==> src/rtl/eca_pkg.sv <==
// ----------------------------------------------------------------------------
// Corner arc detector package
// Ring sizes, arc limits, request and state types shared by the detector, front end, queue and back end.
// ----------------------------------------------------------------------------
`default_nettype none

package eca_pkg;

    localparam int STAMP_BITS_DEF = 32;
    localparam int STAMP_IN_BITS  = 32;
    localparam int POS_BITS       = 6;

    localparam int INNER_N = 16;
    localparam int OUTER_N = 20;

    localparam int INNER_IDX_BITS = $clog2(INNER_N);
    localparam int OUTER_IDX_BITS = $clog2(OUTER_N);
    localparam int CNT_BITS       = $clog2(OUTER_N + 1);

    localparam int QUEUE_DEPTH    = 4;
    localparam int QUEUE_PTR_BITS = $clog2(QUEUE_DEPTH);

    localparam logic [POS_BITS-1:0] POS_INNER_END = POS_BITS'(INNER_N);
    localparam logic [POS_BITS-1:0] POS_OUTER_END = POS_BITS'(INNER_N + OUTER_N);

    localparam logic [OUTER_IDX_BITS-1:0] SCAN_INNER_END = OUTER_IDX_BITS'(INNER_N);
    localparam logic [OUTER_IDX_BITS-1:0] SCAN_LAST      = OUTER_IDX_BITS'(OUTER_N - 1);

    localparam logic [CNT_BITS-1:0] INNER_ARC_MIN = CNT_BITS'(3);
    localparam logic [CNT_BITS-1:0] INNER_ARC_MAX = CNT_BITS'(6);
    localparam logic [CNT_BITS-1:0] OUTER_ARC_MIN = CNT_BITS'(4);
    localparam logic [CNT_BITS-1:0] OUTER_ARC_MAX = CNT_BITS'(8);
    localparam logic [CNT_BITS-1:0] ONE_RISE      = CNT_BITS'(1);

    typedef enum logic [1:0] {
        RING_NONE,
        RING_INNER,
        RING_OUTER
    } ring_sel_t;

    typedef struct packed {
        ring_sel_t                 ring;
        logic [OUTER_IDX_BITS-1:0] index;
        logic                      last;
    } cmd_t;

    typedef enum logic [1:0] {
        ST_IDLE,
        ST_SCAN,
        ST_FLUSH,
        ST_DONE
    } back_state_t;

endpackage

`default_nettype wire

==> src/rtl/event_corner_arc_detector.sv <==
// done rises once a popped last request has run its ring scan and a flush state.
// Throughput: one request per cycle into a 4-deep queue unless busy; the evaluator
//   retires one stamp per cycle, and a last request holds it for a 20-step ring scan.
// busy is high while the queue is full; results cannot be stalled by the receiver.
// Reset (rst_n low, asynchronous) empties the queue and idles the evaluator;
//   ring contents are left as they are.
// ----------------------------------------------------------------------------
// Event corner arc detector
// Collects inner and outer circle stamps and flags events whose rings hold
// a qualifying arc.
// ----------------------------------------------------------------------------
`default_nettype none

module event_corner_arc_detector #(
    parameter int STAMP_BITS = eca_pkg::STAMP_BITS_DEF
) (
    input  wire logic                               clk,
    input  wire logic                               rst_n,
    input  wire logic                               start,
    output logic                                    busy,
    input  wire logic [eca_pkg::STAMP_IN_BITS-1:0]  stamp,
    input  wire logic [eca_pkg::POS_BITS-1:0]       position,
    input  wire logic                               last,
    output logic                                    done,
    output logic                                    is_corner
);

    localparam int CMD_BITS  = $bits(eca_pkg::cmd_t);
    localparam int DATA_BITS = CMD_BITS + STAMP_BITS;

    logic                  push;
    logic                  pop;
    logic                  empty;
    eca_pkg::cmd_t         f_cmd;
    eca_pkg::cmd_t         q_cmd;
    logic [STAMP_BITS-1:0] f_stamp;
    logic [STAMP_BITS-1:0] q_stamp;
    logic [DATA_BITS-1:0]  q_wdata;
    logic [DATA_BITS-1:0]  q_rdata;

    eca_front #(
        .STAMP_BITS (STAMP_BITS)
    ) u_front (
        .start      (start),
        .full       (busy),
        .stamp      (stamp),
        .position   (position),
        .last       (last),
        .push       (push),
        .cmd        (f_cmd),
        .stamp_kept (f_stamp)
    );

    assign q_wdata = {f_cmd, f_stamp};
    assign q_cmd   = q_rdata[DATA_BITS-1 -: CMD_BITS];
    assign q_stamp = q_rdata[STAMP_BITS-1:0];

    eca_queue #(
        .DATA_BITS (DATA_BITS)
    ) u_queue (
        .clk   (clk),
        .rst_n (rst_n),
        .push  (push),
        .wdata (q_wdata),
        .pop   (pop),
        .rdata (q_rdata),
        .full  (busy),
        .empty (empty)
    );

    eca_back #(
        .STAMP_BITS (STAMP_BITS)
    ) u_back (
        .clk       (clk),
        .rst_n     (rst_n),
        .empty     (empty),
        .cmd       (q_cmd),
        .stamp     (q_stamp),
        .pop       (pop),
        .done      (done),
        .is_corner (is_corner)
    );

endmodule

`default_nettype wire

==> src/rtl/eca_front.sv <==
// ----------------------------------------------------------------------------
// Corner arc detector front end
// Accepts requests and classifies each position into a ring and an index.
// ----------------------------------------------------------------------------
`default_nettype none

module eca_front #(
    parameter int STAMP_BITS = eca_pkg::STAMP_BITS_DEF
) (
    input  wire logic                               start,
    input  wire logic                               full,
    input  wire logic [eca_pkg::STAMP_IN_BITS-1:0]  stamp,
    input  wire logic [eca_pkg::POS_BITS-1:0]       position,
    input  wire logic                               last,
    output logic                                    push,
    output eca_pkg::cmd_t                           cmd,
    output logic [STAMP_BITS-1:0]                   stamp_kept
);

    localparam int IDX_BITS = eca_pkg::OUTER_IDX_BITS;

    logic [eca_pkg::POS_BITS-1:0] outer_off;

    assign push       = start && !full;
    assign stamp_kept = STAMP_BITS'(stamp);
    assign outer_off  = position - eca_pkg::POS_INNER_END;

    always_comb
    begin
        cmd.last  = last;
        cmd.index = '0;
        cmd.ring  = eca_pkg::RING_NONE;
        if (position < eca_pkg::POS_INNER_END)
        begin
            cmd.ring  = eca_pkg::RING_INNER;
            cmd.index = IDX_BITS'(position[eca_pkg::INNER_IDX_BITS-1:0]);
        end
        else if (position < eca_pkg::POS_OUTER_END)
        begin
            cmd.ring  = eca_pkg::RING_OUTER;
            cmd.index = outer_off[IDX_BITS-1:0];
        end
    end

endmodule

`default_nettype wire

==> src/rtl/eca_queue.sv <==
// ----------------------------------------------------------------------------
// Corner arc detector request queue
// Short FIFO that decouples the front end from the ring evaluator.
// ----------------------------------------------------------------------------
`default_nettype none

module eca_queue #(
    parameter int DATA_BITS = 40
) (
    input  wire logic                  clk,
    input  wire logic                  rst_n,
    input  wire logic                  push,
    input  wire logic [DATA_BITS-1:0]  wdata,
    input  wire logic                  pop,
    output logic [DATA_BITS-1:0]       rdata,
    output logic                       full,
    output logic                       empty
);

    localparam int PTR_BITS = eca_pkg::QUEUE_PTR_BITS;
    localparam int CNT_BITS = PTR_BITS + 1;
    localparam logic [CNT_BITS-1:0] DEPTH = CNT_BITS'(eca_pkg::QUEUE_DEPTH);

    logic [DATA_BITS-1:0] mem_reg [eca_pkg::QUEUE_DEPTH];
    logic [PTR_BITS-1:0]  wr_ptr_reg, wr_ptr_next;
    logic [PTR_BITS-1:0]  rd_ptr_reg, rd_ptr_next;
    logic [CNT_BITS-1:0]  count_reg, count_next;

    assign full  = (count_reg == DEPTH);
    assign empty = (count_reg == '0);
    assign rdata = mem_reg[rd_ptr_reg];

    always_comb
    begin
        wr_ptr_next = push ? wr_ptr_reg + 1'b1 : wr_ptr_reg;
        rd_ptr_next = pop  ? rd_ptr_reg + 1'b1 : rd_ptr_reg;
        count_next  = count_reg;
        if (push && !pop)
        begin
            count_next = count_reg + 1'b1;
        end
        else if (pop && !push)
        begin
            count_next = count_reg - 1'b1;
        end
    end

    always_ff @(posedge clk)
    begin
        if (push)
        begin
            mem_reg[wr_ptr_reg] <= wdata;
        end
    end

    always_ff @(posedge clk or negedge rst_n)
    begin
        if (!rst_n)
        begin
            wr_ptr_reg <= '0;
            rd_ptr_reg <= '0;
            count_reg  <= '0;
        end
        else
        begin
            wr_ptr_reg <= wr_ptr_next;
            rd_ptr_reg <= rd_ptr_next;
            count_reg  <= count_next;
        end
    end

endmodule

`default_nettype wire

==> src/rtl/eca_back.sv <==
// ----------------------------------------------------------------------------
// Corner arc detector back end
// Stores ring stamps and scans each ring for a qualifying arc.
// ----------------------------------------------------------------------------
`default_nettype none

module eca_back #(
    parameter int STAMP_BITS = eca_pkg::STAMP_BITS_DEF
) (
    input  wire logic                   clk,
    input  wire logic                   rst_n,
    input  wire logic                   empty,
    input  wire eca_pkg::cmd_t          cmd,
    input  wire logic [STAMP_BITS-1:0]  stamp,
    output logic                        pop,
    output logic                        done,
    output logic                        is_corner
);

    localparam int IN_N  = eca_pkg::INNER_N;
    localparam int OUT_N = eca_pkg::OUTER_N;
    localparam int CB    = eca_pkg::CNT_BITS;

    // A run qualifies when stamps >= its minimum form one arc-limited circular run.
    function automatic logic inner_arc(input logic [IN_N-1:0] m);
        logic [CB-1:0] cnt;
        logic [CB-1:0] rises;
        cnt   = '0;
        rises = '0;
        for (int i = 0; i < IN_N; i++)
        begin
            cnt   = cnt + CB'(m[i]);
            rises = rises + CB'(m[i] & ~m[(i + IN_N - 1) % IN_N]);
        end
        return (cnt >= eca_pkg::INNER_ARC_MIN) && (cnt <= eca_pkg::INNER_ARC_MAX) &&
               (rises == eca_pkg::ONE_RISE);
    endfunction

    function automatic logic outer_arc(input logic [OUT_N-1:0] m);
        logic [CB-1:0] cnt;
        logic [CB-1:0] rises;
        cnt   = '0;
        rises = '0;
        for (int i = 0; i < OUT_N; i++)
        begin
            cnt   = cnt + CB'(m[i]);
            rises = rises + CB'(m[i] & ~m[(i + OUT_N - 1) % OUT_N]);
        end
        return (cnt >= eca_pkg::OUTER_ARC_MIN) && (cnt <= eca_pkg::OUTER_ARC_MAX) &&
               (rises == eca_pkg::ONE_RISE);
    endfunction

    eca_pkg::back_state_t state_reg, state_next;

    logic [STAMP_BITS-1:0] inner_reg [IN_N];
    logic [STAMP_BITS-1:0] outer_reg [OUT_N];

    logic [eca_pkg::OUTER_IDX_BITS-1:0] k_reg, k_next;
    logic [IN_N-1:0]  inner_mask_reg, inner_mask_next;
    logic [OUT_N-1:0] outer_mask_reg, outer_mask_next;
    logic             inner_mv_reg, inner_mv_next;
    logic             outer_mv_reg, outer_mv_next;
    logic             inner_hit_reg, inner_hit_next;
    logic             outer_hit_reg, outer_hit_next;

    logic                  scan;
    logic                  scan_start;
    logic [STAMP_BITS-1:0] inner_pick;
    logic [STAMP_BITS-1:0] outer_pick;

    always_comb
    begin
        state_next = state_reg;
        case (state_reg)
            eca_pkg::ST_IDLE:
            begin
                if (!empty && cmd.last)
                begin
                    state_next = eca_pkg::ST_SCAN;
                end
            end
            eca_pkg::ST_SCAN:
            begin
                if (k_reg == eca_pkg::SCAN_LAST)
                begin
                    state_next = eca_pkg::ST_FLUSH;
                end
            end
            eca_pkg::ST_FLUSH:
            begin
                state_next = eca_pkg::ST_DONE;
            end
            eca_pkg::ST_DONE:
            begin
                state_next = eca_pkg::ST_IDLE;
            end
            default:
            begin
                state_next = eca_pkg::ST_IDLE;
            end
        endcase
    end

    always_comb
    begin
        pop  = 1'b0;
        scan = 1'b0;
        done = 1'b0;
        case (state_reg)
            eca_pkg::ST_IDLE:  pop  = !empty;
            eca_pkg::ST_SCAN:  scan = 1'b1;
            eca_pkg::ST_FLUSH: scan = 1'b0;
            eca_pkg::ST_DONE:  done = 1'b1;
            default:           pop  = 1'b0;
        endcase
    end

    assign scan_start = pop && cmd.last;
    assign is_corner  = inner_hit_reg && outer_hit_reg;

    assign inner_pick = inner_reg[k_reg[eca_pkg::INNER_IDX_BITS-1:0]];
    assign outer_pick = outer_reg[k_reg];

    always_comb
    begin
        for (int i = 0; i < IN_N; i++)
        begin
            inner_mask_next[i] = (inner_reg[i] >= inner_pick);
        end
        for (int i = 0; i < OUT_N; i++)
        begin
            outer_mask_next[i] = (outer_reg[i] >= outer_pick);
        end
        inner_mv_next = scan && (k_reg < eca_pkg::SCAN_INNER_END);
        outer_mv_next = scan;
        k_next        = (scan && (k_reg != eca_pkg::SCAN_LAST)) ? k_reg + 1'b1 : '0;

        inner_hit_next = inner_hit_reg || (inner_mv_reg && inner_arc(inner_mask_reg));
        outer_hit_next = outer_hit_reg || (outer_mv_reg && outer_arc(outer_mask_reg));
        if (scan_start)
        begin
            inner_hit_next = 1'b0;
            outer_hit_next = 1'b0;
        end
    end

    always_ff @(posedge clk)
    begin
        if (pop && (cmd.ring == eca_pkg::RING_INNER))
        begin
            inner_reg[cmd.index[eca_pkg::INNER_IDX_BITS-1:0]] <= stamp;
        end
        if (pop && (cmd.ring == eca_pkg::RING_OUTER))
        begin
            outer_reg[cmd.index] <= stamp;
        end
        inner_mask_reg <= inner_mask_next;
        outer_mask_reg <= outer_mask_next;
    end

    always_ff @(posedge clk or negedge rst_n)
    begin
        if (!rst_n)
        begin
            state_reg     <= eca_pkg::ST_IDLE;
            k_reg         <= '0;
            inner_mv_reg  <= 1'b0;
            outer_mv_reg  <= 1'b0;
            inner_hit_reg <= 1'b0;
            outer_hit_reg <= 1'b0;
        end
        else
        begin
            state_reg     <= state_next;
            k_reg         <= k_next;
            inner_mv_reg  <= inner_mv_next;
            outer_mv_reg  <= outer_mv_next;
            inner_hit_reg <= inner_hit_next;
            outer_hit_reg <= outer_hit_next;
        end
    end

endmodule

`default_nettype wire

==> config.mk <==
export PLATFORM = sky130hd
export DESIGN_NAME = event_corner_arc_detector
export DESIGN_NICKNAME = d
export VERILOG_FILES = /design/src/rtl/eca_pkg.sv /design/src/rtl/event_corner_arc_detector.sv /design/src/rtl/eca_front.sv /design/src/rtl/eca_queue.sv /design/src/rtl/eca_back.sv
export SDC_FILE = /design/constraint.sdc
export NUM_CORES = 2
export LEC_CHECK = 0
export ABC_AREA = 1
export BUFFER_PORTS_ARGS = -buffer_cell sky130_fd_sc_hd__buf_4
export CELL_PAD_IN_SITES_DETAIL_PLACEMENT = 0
export CELL_PAD_IN_SITES_GLOBAL_PLACEMENT = 2
export CORE_MARGIN = 2
export CORE_UTILIZATION = 46
export DETAILED_ROUTE_END_ITERATION = 16
export GPL_TIMING_DRIVEN = 0
export PLACE_DENSITY_LB_ADDON = 0.1
export SLEW_MARGIN = 30
export SYNTH_ARGS = -nofsm -noshare
export SYNTH_HDL_FRONTEND = slang
export SYNTH_SLANG_ARGS = --single-unit
==> constraint.sdc <==
create_clock -name clk -period 12.7 [get_ports clk]
set_input_delay 1.27 -clock clk [delete_from_list [all_inputs] [get_ports clk]]
set_output_delay 1.27 -clock clk [all_outputs]
set_load 0.01 [all_outputs]
# Yosys cells after proc, flatten, opt, wreduce, memory -nomap -nowiden
# Memory sizes are Yosys's and may differ from the RTL's.
# Index checks and enable logic that the tools add are counted.
[totals]
regBits = 54
mem_bits_rw = 1312
input_bits = 42
output_inout_bits = 3
wordCells = 260
n_memories = 3
[mem_list]
columns = ["name", "depth", "width", "rd", "rd_ports_with_merged_regs", "wr", "line_no", "rtl"]
rows = [
  ["u_back.outer_reg", 20, 32, 21, 0, 1, "eca_back.sv:56", "logic [STAMP_BITS-1:0] outer_reg [OUT_N];"],
  ["u_back.inner_reg", 16, 32, 17, 0, 1, "eca_back.sv:55", "logic [STAMP_BITS-1:0] inner_reg [IN_N];"],
  ["u_queue.mem_reg", 4, 40, 1, 0, 1, "eca_queue.sv:24", "logic [DATA_BITS-1:0] mem_reg [eca_pkg::QUEUE_DEPTH];"],
]
[classes]
add_sub_neg = 74
magnitude_cmp = 43
eq_ne = 12
mux = 19
bitwise = 72
n_reduce_logical = 26
[ops]
columns = ["op", "n"]
rows = [
  ["greater-or-equal comparator 32 bit", 36],
  ["AND 1 x 5 -> 5 bit", 36],
  ["inverter 1 -> 5 bit", 36],
  ["adder 5 bit", 34],
  ["adder 5 x 1 -> 5 bit", 32],
  ["logical AND 1 bit", 16],
  ["2-to-1 mux 7 bit", 2],
  ["2-to-1 mux 1 bit", 11],
  ["equality test 5 x 1 -> 1 bit (second input constant)", 2],
  ["one-hot mux 2 bit (4 select lines)", 1],
  ["equality test 2 bit (second input constant)", 3],
  ["less-than comparator 6 x 5 -> 1 bit (second input constant)", 1],
  ["less-than comparator 6 bit (second input constant)", 1],
  ["2-to-1 mux 3 bit", 2],
  ["adder 5 x 1 -> 5 bit (second input constant)", 1],
  ["equality test 5 bit (second input constant)", 1],
  ["greater-or-equal comparator 5 x 2 -> 1 bit (second input constant)", 1],
  ["greater-or-equal comparator 5 x 3 -> 1 bit (second input constant)", 1],
  ["less-or-equal comparator 5 x 3 -> 1 bit (second input constant)", 1],
  ["less-or-equal comparator 5 x 4 -> 1 bit (second input constant)", 1],
  ["less-than comparator 5 bit (second input constant)", 1],
  ["2-to-1 mux 5 bit", 1],
  ["!= test 5 bit (second input constant)", 1],
  ["subtractor 5 bit (second input constant)", 1],
  ["14 further kinds", 23],
]

# Depth between registers and ports, before layout
[logic_depth]
ltp_word = 26
ltp_mapped = 23
depth_no_buf = 20

# Cells and area by module
# A second synthesis with hierarchy kept.
[hier_totals]
cells_unflattened = 9985
hier_area_um2 = 98589.6
[modules_own_cells]
columns = ["mod", "n_inst", "cells_per_inst", "area_per_inst_um2"]
rows = [
  ["eca_back", 1, 9421, 91286.3],
  ["eca_queue", 1, 515, 6982.9],
  ["eca_front", 1, 49, 320.3],
]

# Least setup slack after synthesis
# OpenSTA, ideal clock, no wires.
[synth_path]
path_kind = "register to register"
from = "register u_back.outer_mask_reg[15]"
to = "register u_back.outer_hit_reg"
setup_time_ns = 0.077
arrival_time_ns = 4.304
slack_ns = 8.319
path_stages_with_launch = 20
path_buffers = 0
synth_period_minus_slack_ns = 4.381
cell_sequence = "dfxtp_1 inv_1 or2_2 fa_1 fa_1 inv_1 fa_1 fa_1 fa_1 ha_1 inv_1 fa_1 nand2_1 inv_1 nand4_1 nor2_1 nand2_1 inv_1 nand2_1 a21oi_1"
[synth_between]
elab_chain_cells = 11
word_cells_on_any_way = 21
cone_classes = "add/sub: 10; order compare: 2; eq/ne: 1; mux: 1; bitwise: 3; reduce/logical: 4"
[synth_lines]
columns = ["element", "line_no", "rtl"]
rows = [
  ["start, declared", "eca_back.sv:60", "logic [OUT_N-1:0] outer_mask_reg, outer_mask_next;"],
  ["start signal, assigned", "eca_back.sv:158", "outer_mask_reg <= outer_mask_next;"],
  ["adder 5 x 1 -> 5 bit (tied with other cells) (2 in a row)", "eca_back.sv:46", "cnt = cnt + CB'(m[i]);"],
  ["adder 5 x 1 -> 5 bit / adder 5 bit (equally long branches) (3 in a row)", "eca_back.sv:46, eca_back.sv:47", ""],
  ["greater-or-equal comparator 5 x 3 -> 1 bit (tied with other cells)", "eca_back.sv:49", "return (cnt >= eca_pkg::OUTER_ARC_MIN) && (cnt <= eca_pkg::OUTER_ARC_MAX) &&"],
  ["logical AND 1 bit / equality test 5 x 1 -> 1 bit (equally long branches)", "eca_back.sv:49, eca_back.sv:50", ""],
  ["logical AND 1 bit (*)", "eca_back.sv:49", ""],
  ["logical AND 1 bit (*)", "eca_back.sv:139", "outer_hit_next = outer_hit_reg || (outer_mv_reg && outer_arc(outer_mask_reg));"],
  ["logical OR 1 bit (*)", "eca_back.sv:139", ""],
  ["2-to-1 mux 1 bit (*)", "eca_back.sv:140", "if (scan_start)"],
  ["net u_back.outer_hit_next", "eca_back.sv:64", "logic outer_hit_reg, outer_hit_next;"],
  ["end signal, assigned", "eca_back.sv:179", "outer_hit_reg <= outer_hit_next;"],
  ["end, declared", "eca_back.sv:64", ""],
]
# The timed path passes the listed nets; every way through them passes the cells marked *.
# A chain may end at the register's enable or synchronous reset.

# Final worst setup path
[layout_path]
from = "register u_back.k_reg[0] (netlist bit)"
to = "register u_back.outer_mask_reg[16]"
[layout_between]
elab_chain_cells = 2
[layout_lines]
columns = ["element", "line_no", "rtl"]
rows = [
  ["start, declared", "eca_back.sv:58", "logic [eca_pkg::OUTER_IDX_BITS-1:0] k_reg, k_next;"],
  ["start signal, assigned", "eca_back.sv:175", "k_reg <= k_next;"],
  ["memory (20 x 32 bit)", "--", ""],
  ["greater-or-equal comparator 32 bit", "eca_back.sv:132", "outer_mask_next[i] = (outer_reg[i] >= outer_pick);"],
  ["net u_back.outer_mask_next[16]", "eca_back.sv:60", ""],
]
# The timed path passes the listed nets, and every way through them passes these cells.

==> metrics.md <==
| Metric | Value |
|---|---|
| Worst Setup Slack, final | `6880 ps` |
| Reg2Reg Setup Slack | `6880 ps` |
| Hold slack | `340 ps` |
| Startpoint Class | `flop` |
| Fin Clk Skew | `approximately 35 ps` |
| Share of layout cells above drive strength 1 | `a little under a tenth` |
| Wirelength per Cell | `31.8 µm` |
| Post-synthesis compound-gate area fraction | `11.6%` |
| Clock transition at path regs | `around 60 ps` |
| MaxCap Viol Count | `0` |
| Final wirelength | `414000 µm` |
| First-pass GRT wire length | `around 570000 µm` |
| R2r endpoint | `u_back.outer_mask_reg[16]$_DFF_P_` |
| Largest net degree at the start of global routing | `23` |
| Final Total Pwr | `30.5 mW` |
| Mapped Avg Cell Area | `10.2 µm²` |
| Final hold violations | `0` |
| Post-CTS Setup Inserts | `0` |
| First DRT Iteration DRCs | `11445` |
| GRT busiest layer | `met2` |
| Initial antenna violation count | `42` |
| Num CTS Buffers | `195` |
| Initial Utilization | `between 40% and 50%` |
| ANT nets after route | `0` |
| Final core area utilization | `54.3%` |
| Hpwl dp | `317000 µm` |
| Fin area | `114000 µm²` |
| CP Class | `reg2reg` |
| DRC Markers | `0` |
| Syn-to-layout area delta | `17.5%` |
| Layout Nets | `11329` |
| Mapped cell area | `between 90000 and 100000 µm²` |
| Leading area contributor after synthesis | `edfxtp_1` |
| Mux cell area share after synthesis | `0.0116%` |
| Core Box Area | `209000 µm²` |
| Reg2reg start | `u_back.k_reg[0]$_DFF_PN0_` |
| H-tree levels | `4` |
| Die height | `462 µm` |
| Register area | `~52000 µm²` |
| PD cells | `269 nW/µm²` |
| Via count | `78876` |
| Crit end category | `flop` |
| CTS tree | `built` |
| IO buf count | `44` |
| R2R cell count | `15` |
| Post-CTS Resized | `0` |
| Root Buffer | `clkbuf_16` |
| Fin crit period | `5820 ps` |
| Post-route clock period utilization | `between 40% and 50%` |
| Synthesis-stage register bit count | `~1800` |
| Placed Area | `between 100000 and 150000 µm²` |
| Final setup fails | `0` |
| # fillers | `18311` |
| Outcome | `complete, no violations` |
| Leading cell type in the layout, fill and taps excluded | `nor2_1` |
| Syn Inst Count | `about 9500` |
| GR Layer Usage met1 | `53.5%` |
| Placed insts | `12657` |
| RSZ-0062 raised after global routing | `no` |
| Total grt overflow | `0` |
| Synth cell types | `37` |
| Met3 Track Usage GR | `10.8%` |
| Hold_buf cts | `0` |
| Critical Path Fanout Max | `20` |
| Vias per inst | `6.05` |
| Most area-consuming cells after synthesis | `edfxtp_1, ha_1, nor2_1` |
| Mapped Nets | `10798` |
| Largest register FFs | `just over 1000` |
| Die W | `462 µm` |
| Lkg Pwr | `45.9 nW` |
| Seq/Total Area, Yosys | `53.9%` |
| Crit path DAT | `6380 ps` |
| Max Root-Sink Buffers | `3` |
| Simple-gate share of the synthesized area | `14.6%` |
| Vias in the first global route | `74256` |
| Row count | `168` |
| F_max | `approximately 0.17 GHz` |
| Ports | `45` |
| Synth Area in XOR/XNOR | `less than 1%` |
| Later-pin clock latency in the skew report | `890 ps` |
| Multi-input gate area in the final layout | `42500 µm²` |
| Pins Over Slew Limit | `0` |
| Clk sinks | `roughly 1800` |
| Synth top area share | `a little over half` |
| Placement Setup Slack | `7080 ps` |
| Die area | `214000 µm²` |
| Warnings, synthesis | `0` |
| VDD IR-drop max | `0.000654 V` |
| Met2 Usage GRT | `55.0%` |
| Setup TNS | `0 ps` |
| HP Class | `in2async` |
| Worst slew margin | `26.1%` |
| Worst Tran Pin Value | `approximately 1100 ps` |
| Worst EP required | `13270 ps` |
| Fin cells | `approximately 13000` |
| All-Layer GR Usage | `37.9%` |
| Final Wtd Congestion | `0.970` |
| Main combinational cell family by area after synthesis | `adder cells` |
| Commonest non-fill, non-tap cells in the layout | `nor2_1, edfxtp_1, nand2_1` |
| First-pass DRT Iterations | `6` |
| Post-Synth Adder-Cell Area | `roughly 16%` |
==> routing by layer <==
layer / wire length, µm / share of wire (%)
met5: 105 / 0.025
met4: 16800 / 4.1
met3: 51400 / 12
met2: 173000 / 42
met1: 172000 / 42
==> synth_stat cells <==
cell / count
a21o_1: 73
a21oi_1: 572
a31o_2: 2
a31oi_1: 11
a32oi_1: 2
buf_1: 36
buf_2: 115
buf_4: 7
buf_6: 4
clkbuf_1: 179
clkinv_1: 1
dfrtp_1: 18
dfxtp_1: 36
edfxtp_1: 1696
fa_1: 46
ha_1: 1192
inv_1: 481
inv_2: 2
mux2_2: 1
nand2_1: 1654
nand3_1: 135
nand4_1: 83
nor2_1: 1738
nor3_1: 26
nor3b_1: 1
nor4_1: 6
o211ai_1: 152
o21a_1: 67
o21ai_0: 922
o21ai_1: 123
o21bai_1: 33
o221ai_1: 6
o22ai_1: 89
o31a_1: 1
or2_2: 1
xnor2_1: 2
xor2_1: 5
==> worst max path at each step <==
stage | start | end | slack, ps | depth (start not counted)
finish | u_back.k_reg[0]$_DFF_PN0_ | u_back.outer_mask_reg[16]$_DFF_P_ | 6880 | 15
CTS | u_back.outer_mask_reg[15]$_DFF_P_ | u_back.outer_hit_reg$_DFF_PN0_ | 7070 | 19
floorplan | u_back.outer_mask_reg[15]$_DFF_P_ | u_back.outer_hit_reg$_DFF_PN0_ | 8320 | 19
global placement | u_queue.rd_ptr_reg[0]$_DFFE_PN0P_ | u_back.outer_reg[2][12]$_DFFE_PP_ | 3820 | 6
detailed placement | u_back.outer_mask_reg[15]$_DFF_P_ | u_back.outer_hit_reg$_DFF_PN0_ | 7080 | 19
global route | u_back.outer_mask_reg[9]$_DFF_P_ | u_back.outer_hit_reg$_DFF_PN0_ | 6840 | 18
==> cell type report <==
| cell class | count | area share, % |
|---|---|---|
| sequential | 1750 | 45.9 |
| multi-input combinational | 6943 | 37.5 |
| timing repair buffer | 334 | 4.94 |
| clock buffer | 262 | 4.67 |
| tap | 2805 | 3.09 |
| inverter | 484 | 1.60 |
| buffer | 341 | 1.37 |
| clock inverter | 97 | 0.954 |
| antenna | 20 | 0.0441 |
==> critical path, cell delays in order (launching register included) <==
cell and delay (ps):
dfrtp_1 450, inv_2 90, buf_2 310, buf_2 650, clkbuf_1 700, o21ai_0 260
o211ai_1 180, nand3_1 390, nand2_1 220, nand2_2 480, ha_1 530, a21o_1 160
o21ai_0 190, nand2_1 80, a21oi_1 300, nand3_1 460
==> kinds of logic after synthesis <==
logic type / count (synthesis)
compound gates: 2053
xor+xnor: 7
fa+ha+maj: 1238
buf+inv: 825
flops: 1750
mux: 1
simple gates: 3644
==> power by group <==
group          internal, mW  switching (mW)
combinational          5.16            11.6
sequential             7.79           0.195
clock                  3.30            2.50
total                  16.3            14.3
Power figures use the tool's default switching activity.
